$ cat src/hw/rtl/rrd_pkg.sv
// ----------------------------------------------------------------------------
// rrd_pkg
// Shared types, sizes and codes for the round-robin time-slice dispatcher.
// ----------------------------------------------------------------------------
package rrd_pkg;

   // queue depth and the widths that follow from it
   localparam int QUEUE_DEPTH = 16;
   localparam int PTR_W       = $clog2(QUEUE_DEPTH);
   localparam int CNT_W       = $clog2(QUEUE_DEPTH + 1);

   // fixed field widths
   localparam int ID_W     = 8;
   localparam int BURST_W  = 16;
   localparam int SLICE_W  = 16;
   localparam int QUEUED_W = 5;
   localparam int TOTAL_W  = 32;
   localparam int PROD_W   = SLICE_W + CNT_W;

   localparam logic [SLICE_W-1:0] SLICE_RESET = SLICE_W'(10);

   typedef logic [PTR_W-1:0]   ptr_type;
   typedef logic [CNT_W-1:0]   cnt_type;
   typedef logic [ID_W-1:0]    id_type;
   typedef logic [BURST_W-1:0] burst_type;
   typedef logic [TOTAL_W-1:0] total_type;

   typedef enum logic {
      OP_ADD      = 1'b0,
      OP_DISPATCH = 1'b1
   } opcode_type;

   typedef enum logic [1:0] {
      ST_ADDED      = 2'd0,
      ST_REFUSED    = 2'd1,
      ST_DISPATCHED = 2'd2,
      ST_IDLE       = 2'd3
   } status_type;

   // circular pointer advance, wraps at the queue depth
   function automatic ptr_type next_slot(input ptr_type p);
      ptr_type r;
      if (p == PTR_W'(QUEUE_DEPTH - 1)) begin
         r = '0;
      end else begin
         r = p + PTR_W'(1);
      end
      return r;
   endfunction

endpackage

$ cat src/hw/rtl/round_robin_dispatcher.sv
// ----------------------------------------------------------------------------
// round_robin_dispatcher
// Round-robin time-slice dispatcher: a FIFO of process ids with remaining
// burst, one add or one dispatch per transaction, saturating busy and wait
// totals.
// ----------------------------------------------------------------------------
//
//   channel   direction  handshake                    payload
//   req_      in         req_valid / req_stall        opcode, process_id, burst_length
//   rsp_      out        rsp_valid / rsp_stall        status, run_id, slice_used,
//                                                     finished, queued, totals
//   csr_      in         csr_wr_en                    slice_length
//
// A transaction is registered on acceptance and resolved once the result
// register can take it; the queue, pointers and totals then update and the
// result register loads. One transaction per cycle is sustained while the
// result is not stalled, set by the single queue update per cycle.
// Synchronous reset empties the queue, clears both totals and sets the slice
// to 10. A stalled result holds the block; req_stall rises only when the
// input register is full and cannot move into the result register.
//
module round_robin_dispatcher
   import rrd_pkg::*;
(
   input  logic                  clock,
   input  logic                  reset,
   // request channel
   input  logic                  req_valid,
   output logic                  req_stall,
   input  logic                  req_opcode,
   input  logic [ID_W-1:0]       req_process_id,
   input  logic [BURST_W-1:0]    req_burst_length,
   // response channel
   output logic                  rsp_valid,
   input  logic                  rsp_stall,
   output logic [1:0]            rsp_status,
   output logic [ID_W-1:0]       rsp_run_id,
   output logic [SLICE_W-1:0]    rsp_slice_used,
   output logic                  rsp_finished,
   output logic [QUEUED_W-1:0]   rsp_queued,
   output logic [TOTAL_W-1:0]    rsp_busy_total,
   output logic [TOTAL_W-1:0]    rsp_wait_total,
   // configuration
   input  logic                  csr_wr_en,
   input  logic [SLICE_W-1:0]    csr_wr_data
);

   // queue storage, one write per transaction
   id_type        id_store_ff        [QUEUE_DEPTH];
   burst_type     remaining_store_ff [QUEUE_DEPTH];

   // control state
   ptr_type       head_ptr_ff, head_ptr_in;
   ptr_type       tail_ptr_ff, tail_ptr_in;
   cnt_type       entry_count_ff, entry_count_in;
   total_type     busy_sum_ff, busy_sum_in;
   total_type     wait_sum_ff, wait_sum_in;
   logic [SLICE_W-1:0] slice_ff;

   // input register
   logic          item_valid_ff, item_valid_in;
   opcode_type    item_opcode_ff;
   id_type        item_id_ff;
   burst_type     item_burst_ff;

   // result register
   logic          rsp_valid_ff, rsp_valid_in;
   status_type    status_ff, status_in;
   id_type        run_id_ff, run_id_in;
   logic [SLICE_W-1:0] used_ff, used_in;
   logic          finished_ff, finished_in;

   // queue write port
   logic          wr_en;
   ptr_type       wr_ptr;
   id_type        wr_id;
   burst_type     wr_rem;

   logic          req_take;
   logic          proc_fire;

   // handshake
   assign proc_fire = item_valid_ff && (!rsp_valid_ff || !rsp_stall);
   assign req_stall = item_valid_ff && !proc_fire;
   assign req_take  = req_valid && !req_stall;

   assign item_valid_in = req_take ? 1'b1 : (proc_fire ? 1'b0 : item_valid_ff);
   assign rsp_valid_in  = proc_fire ? 1'b1 : (rsp_valid_ff && rsp_stall);

   // transaction resolve
   always_comb begin
      burst_type           head_rem;
      logic [SLICE_W-1:0]  slice_eff;
      logic [SLICE_W-1:0]  used;
      burst_type           rem_left;
      cnt_type             others;
      logic [PROD_W-1:0]   wait_add;
      logic [TOTAL_W:0]    busy_sum_wide;
      logic [TOTAL_W:0]    wait_sum_wide;

      head_ptr_in    = head_ptr_ff;
      tail_ptr_in    = tail_ptr_ff;
      entry_count_in = entry_count_ff;
      busy_sum_in    = busy_sum_ff;
      wait_sum_in    = wait_sum_ff;
      status_in      = status_ff;
      run_id_in      = run_id_ff;
      used_in        = used_ff;
      finished_in    = finished_ff;
      wr_en          = 1'b0;
      wr_ptr         = tail_ptr_ff;
      wr_id          = item_id_ff;
      wr_rem         = item_burst_ff;

      head_rem      = remaining_store_ff[head_ptr_ff];
      slice_eff     = (slice_ff == '0) ? SLICE_W'(1) : slice_ff;
      used          = (head_rem < slice_eff) ? head_rem : slice_eff;
      rem_left      = head_rem - used;
      others        = entry_count_ff - CNT_W'(1);
      wait_add      = PROD_W'(used) * PROD_W'(others);
      busy_sum_wide = {1'b0, busy_sum_ff} + (TOTAL_W+1)'(used);
      wait_sum_wide = {1'b0, wait_sum_ff} + (TOTAL_W+1)'(wait_add);

      if (proc_fire) begin
         run_id_in   = '0;
         used_in     = '0;
         finished_in = 1'b0;
         unique case (item_opcode_ff)
            OP_ADD: begin
               if (entry_count_ff == CNT_W'(QUEUE_DEPTH)) begin
                  status_in = ST_REFUSED;
               end else begin
                  wr_en          = 1'b1;
                  tail_ptr_in    = next_slot(tail_ptr_ff);
                  entry_count_in = entry_count_ff + CNT_W'(1);
                  status_in      = ST_ADDED;
               end
            end
            OP_DISPATCH: begin
               if (entry_count_ff == '0) begin
                  status_in = ST_IDLE;
               end else begin
                  status_in   = ST_DISPATCHED;
                  run_id_in   = id_store_ff[head_ptr_ff];
                  used_in     = used;
                  head_ptr_in = next_slot(head_ptr_ff);
                  // requeue at the tail while work remains
                  if (rem_left != '0) begin
                     wr_en       = 1'b1;
                     wr_id       = id_store_ff[head_ptr_ff];
                     wr_rem      = rem_left;
                     tail_ptr_in = next_slot(tail_ptr_ff);
                  end else begin
                     entry_count_in = others;
                     finished_in    = 1'b1;
                  end
                  // saturating totals
                  busy_sum_in = busy_sum_wide[TOTAL_W] ? '1 : busy_sum_wide[TOTAL_W-1:0];
                  wait_sum_in = wait_sum_wide[TOTAL_W] ? '1 : wait_sum_wide[TOTAL_W-1:0];
               end
            end
            default: begin
               status_in = status_ff;
            end
         endcase
      end
   end

   // control registers
   always_ff @(posedge clock) begin
      if (reset) begin
         item_valid_ff  <= 1'b0;
         rsp_valid_ff   <= 1'b0;
         head_ptr_ff    <= '0;
         tail_ptr_ff    <= '0;
         entry_count_ff <= '0;
         busy_sum_ff    <= '0;
         wait_sum_ff    <= '0;
         slice_ff       <= SLICE_RESET;
      end else begin
         item_valid_ff  <= item_valid_in;
         rsp_valid_ff   <= rsp_valid_in;
         head_ptr_ff    <= head_ptr_in;
         tail_ptr_ff    <= tail_ptr_in;
         entry_count_ff <= entry_count_in;
         busy_sum_ff    <= busy_sum_in;
         wait_sum_ff    <= wait_sum_in;
         if (csr_wr_en) begin
            slice_ff <= csr_wr_data;
         end
      end
   end

   // payload registers and queue storage
   always_ff @(posedge clock) begin
      if (req_take) begin
         item_opcode_ff <= opcode_type'(req_opcode);
         item_id_ff     <= req_process_id;
         item_burst_ff  <= req_burst_length;
      end
      status_ff   <= status_in;
      run_id_ff   <= run_id_in;
      used_ff     <= used_in;
      finished_ff <= finished_in;
      if (wr_en) begin
         id_store_ff[wr_ptr]        <= wr_id;
         remaining_store_ff[wr_ptr] <= wr_rem;
      end
   end

   // result outputs, totals and fill level track the result register
   assign rsp_valid      = rsp_valid_ff;
   assign rsp_status     = status_ff;
   assign rsp_run_id     = run_id_ff;
   assign rsp_slice_used = used_ff;
   assign rsp_finished   = finished_ff;
   assign rsp_queued     = QUEUED_W'(entry_count_ff);
   assign rsp_busy_total = busy_sum_ff;
   assign rsp_wait_total = wait_sum_ff;

endmodule

$ cat config.mk
export PLATFORM = sky130hd
export DESIGN_NAME = round_robin_dispatcher
export DESIGN_NICKNAME = d
export VERILOG_FILES = /design/src/hw/rtl/rrd_pkg.sv /design/src/hw/rtl/round_robin_dispatcher.sv
export SDC_FILE = /design/constraint.sdc
export NUM_CORES = 1
export LEC_CHECK = 0
export ABC_AREA = 1
export BUFFER_PORTS_ARGS = -buffer_cell sky130_fd_sc_hd__buf_4
export CAP_MARGIN = 10
export CORE_MARGIN = 2
export CORE_UTILIZATION = 50
export DETAILED_ROUTE_END_ITERATION = 8
export PLACE_DENSITY = 0.74
export SYNTH_ARGS = -nofsm -noshare
export SYNTH_HDL_FRONTEND = slang
export SYNTH_SLANG_ARGS = --single-unit
$ cat constraint.sdc
create_clock -name clock -period 8.6 [get_ports clock]
set_input_delay 0.86 -clock clock [delete_from_list [all_inputs] [get_ports clock]]
set_output_delay 0.86 -clock clock [all_outputs]
set_load 0.005 [all_outputs]
# After elaboration in Yosys (flattened, before gate mapping)
# Memories as Yosys holds them, arrays and structs flattened. A register that Yosys moved wholly into a read port is not among the register bits.
# Index checks and enable logic that the tools add are counted.
# totals
elab_cells	92
input_bits	46
register_bits	147
ram_bits	384
out_inout_bits	98
memories	2
# memory_table
memory	depth	width	rd	rd_ports_with_merged_regs	wr	line_no	text
remaining_store_ff	16	16	1	1	1	round_robin_dispatcher.sv:50	burst_type remaining_store_ff [QUEUE_DEPTH];
id_store_ff	16	8	1	1	1	round_robin_dispatcher.sv:49	id_type id_store_ff [QUEUE_DEPTH];
# classes
n_reduce_logical	17
n_bitwise	2
eq_ne	7
order_cmp	1
multipliers	1
n_addsub	7
muxes	40
# op_table
operator	n
16-bit two-way mux	6
32-bit two-way mux	2
4-bit two-way mux	9
32-bit by 16-bit adder with 33-bit output	1
32-bit by 21-bit adder with 33-bit output	1
8-bit two-way mux	4
16-bit by 5-bit multiplier with 21-bit output	1
16-bit zero test	1
16-bit less-than comparator	1
16-bit nonzero test	1
16-bit subtractor	1
5-bit two-way mux	3
1-bit two-way mux	12
5-bit one-hot mux with 2 select lines	1
4-bit by 1-bit adder with 4-bit output, second input constant	2
4-bit equality test, second input constant	2
4-bit one-hot mux with 2 select lines	1
4-bit AND reduction	2
2-bit != test, second input constant	3
5-bit by 1-bit adder with 5-bit output, second input constant	1
5-bit equality test, second input constant	1
5-bit zero test	1
5-bit by 1-bit subtractor with 5-bit output, second input constant	1
1-bit logical AND	4
9 further kinds	13

# Longest topological paths before layout
# logic_depth
depth_word	12
ltp_mapped	45

# Worst setup path after synthesis
# Ideal clock, no wire load.
# synth_timing
path_kind	register -> register
startpoint	register (tool-made name)
endpoint	memory id_store_ff[15][0] (netlist name), enable pin
stages_incl_launch_ff	39
synth_period_minus_slack_ps	6972
t_arrival_ps	6559
setup_ps	413
path_slack_ps	1628
n_path_buf	7
path_cell_list	dfxtp_1 > buf_4 > buf_2 > buf_2 > buf_2 > clkbuf_1 > nor2_1 > o221ai_1 > nand3_1 > nand2_1 > ha_1 > a21oi_1 > nor2_1 > a2111oi_0 > nand2_1 > inv_2 > buf_2 > nand2_1 > [3 not listed] > fa_1 > inv_1 > nand3_1 > nand2_1 > a21oi_1 > o21ai_1 > nand2_1 > nand2_1 > nand2_1 > nand2_1 > xor2_1 > inv_1 > nand4_1 > nor2_1 > nand3_2 > nand2_2 > buf_2 > a21oi_1
# synth_rtl
item	line_no
end: declaration	round_robin_dispatcher.sv:49

==> results.tsv <==
metric	value	unit
Setup crit start kind	flip-flop	
non-filler cells, final	3306	
endpoints failing hold	0	
Chip Height	231	um
Setup Skew	0.0321	ns
hold depth	1	
nets	2773	
core box area	51200	um2
Crit. End Element	flip-flop	
maxcap violations	0	
PortBufs	143	
Die W	231	um
largest family of logic cells by synthesized area	compound AO/OA/AOI/OAI gates	
post-route ant nets	0	
synth warn	0	
Pleak	11.7	nW
final instance area	29900	um2
Post-Synth Adder-Cell Area	0.0901	
minimum clock period	8.02	ns
pin count of the biggest net entering global routing	145	
hpwl dp	47800	um
Main synth FF type	edfxtp_1	
max_slew headroom	0.307	
maximum vdd drop	0.549	mV
Worst-path clk slew	0.06	ns
Filler Cell Count	4154	
CP required	9.12	ns
Synth Instances	2419	
Clock Tree Root	clkbuf_16	
WP depth	35	
FF+latch count, synth	535	
first-pass iteration count of the detailed router	5	
clk sinks	535	
Routability Congestion	0.939	
most frequent cells in the layout	edfxtp_1 (436), nand2_1 (331), nor2_1 (290)	
final critical-path share of the clock period	0.932	
Die ar.	53400	um2
register area share after synthesis	0.584	
CTS buffer count	56	
Largest stage delay, worst path	0.57	ns
clk_lat worst skew	0.63	ns
GRT Residual Overflow	0	
CP bufs+invs	11	
Crit path max-delay family	adder cells	
setup TNS	0	ns
Post-Synth XOR/XNOR Area	0.0207	
status	finished clean	
most common cell after layout, fill and taps aside	edfxtp_1	
multiplexer area fraction after synthesis	0	
placed cell count	3200	
CP most frequent cell	nand2_1	
H-tree depth	2	
critical-path cell with the highest stage delay	fa_1	
Final Max Tran Viols	0	
Synthesized Nets	2613	
DP Area	27900	um2
Async SR Flop Fraction	0	
share of cells above drive strength 1	0.134	
wire per inst	21.9	um
drt drc	0	
Synth area leaders	edfxtp_1 (51%), dfxtp_1 (7.7%), fa_1 (4.9%)	
pwr/cell area	290	nW/um2
final setup fails	0	
RSZ-0062 raised after global routing	false	
number of library cell types mapped by synthesis	51	
area grow syn2layout	15.8	%
syn avg cell area	10.7	um2
Initial Util	0.504	
I/O pin count	144	
fin util	0.583	
sequential cell area	15100	um2
worst-margin pin slew	1.04	ns
WP data arrival	8.54	ns
worst hold-check path type	in2reg	
Compound-Gate Fraction of Synth Area	0.134	
Max Root-Sink Buffers	3	
mapped cell area	25800	um2
CTS tree	yes	
Post-Synth Simple-Gate Area	0.121	
Multi-input gate area	9480	um2
R2R depth	35	
critical path peak fanout	20	
largest area contributor in the netlist	edfxtp_1	
Setup Crit Path Kind	reg2reg	
Std-Cell Rows	83	
vias per cell	5.85	
Highest Clock Rate	125	MHz
vias in the first global route	19300	
number of flops mapped to enable cells by yosys	436	
Iteration-0 DRC Markers	1983	
initial antenna violation count	4	
top-area cell type share of the netlist area	0.508	
All-Layer GR Usage	0.269	
first-pass GRT wire length	111000	um
final WL	72500	um
via count	19300	
-- Yosys cell counts (7+ instances only) --
cell      instances
a31oi_1           9
ha_1             85
nand2_1         331
nand3_1          89
nor3_1           11
o21ai_0         245
o22ai_1          22
xor2_1           36
o221a_2           7
xnor2_1          25
o21ai_2          15
nand4_1          17
buf_2            23
dfxtp_1          99
a21oi_1         152
buf_1             7
clkbuf_1         80
o211ai_1         24
nor2_1          306
inv_1           202
a221oi_1         24
fa_1             63
o221ai_1         51
edfxtp_1        436
-- timing repair --
| action | in CTS | in global routing |
|---|---|---|
| hold buffers | 0 | 0 |
| resized for setup | 0 | 6 |
| setup endpoints to repair | 0 | 16 |
| buffers inserted | 0 | 0 |
-- layer usage --
| layer | wire length (um) | part of all wire | up-vias | GRT usage |
|---|---|---|---|---|
| met5 | 39 | 0.00054 | - | 0 |
| met4 | 1930 | 0.027 | 6 | 0.0875 |
| met3 | 6840 | 0.094 | 124 | 0.0605 |
| met2 | 34900 | 0.48 | 904 | 0.446 |
| met1 | 28700 | 0.40 | 9475 | 0.351 |
| li1 | - | - | 8839 | - |
-- stage by stage --
stage               setup WS, ns  power (W)  hold slack [ns]
floorplan                   1.63    0.00521            0.424
global placement           0.562    0.00611            0.460
detailed placement         0.439    0.00610            0.472
CTS                        0.417    0.00864            0.382
global route              0.0133    0.00918            0.386
finish                     0.582    0.00868            0.409
-- power breakdown --
group          total (W)  leakage (nW)  switching, W  internal [W]
Clock            0.00253         0.924       0.00102       0.00151
Combinational    0.00327          5.97       0.00210       0.00118
Sequential       0.00287          4.77     0.0000226       0.00285
-- logic make-up after synthesis --
group           after synthesis
buf+inv                     325
fa+ha+maj                   148
flops                       535
xor+xnor                     61
compound gates              578
simple gates                772
-- worst paths after layout --
| path | slack (ns) | to | from |
|---|---|---|---|
| max | 0.58 | rsp_wait_total[11] | flip-flop |
| min | 0.41 | item_burst_ff[5] | req_burst_length[5] |
| max reg2reg | 0.58 | rsp_wait_total[11] | flip-flop |
| min reg2reg | 0.48 | rsp_valid | item_valid_ff |
-- state kept, by name (all words and copies together), names as in the netlist, named ones only --
| signal | cells |
|---|---|
| item_burst_ff | 16 |
| rsp_slice_used | 16 |
| remaining_store_ff | 256 |
| rsp_wait_total | 32 |
| slice_ff | 16 |
| rsp_status | 2 |
| rsp_valid | 1 |
| rsp_run_id | 8 |
| head_ptr_ff | 4 |
| item_opcode_ff | 1 |
| item_id_ff | 8 |
| item_valid_ff | 1 |
| rsp_finished | 1 |
| rsp_queued | 5 |
| id_store_ff | 128 |
| rsp_busy_total | 32 |
| tail_ptr_ff | 4 |
-- cell type report --
type,instances,share of cell area
clock buffer,67,0.0490
tap,680,0.0285
timing repair buffer,219,0.0584
sequential,535,0.505
antenna,1,0.0000838
inverter,208,0.0266
clock inverter,37,0.0154
multi-input combinational,1559,0.317
Power figures use the tool's default switching activity.
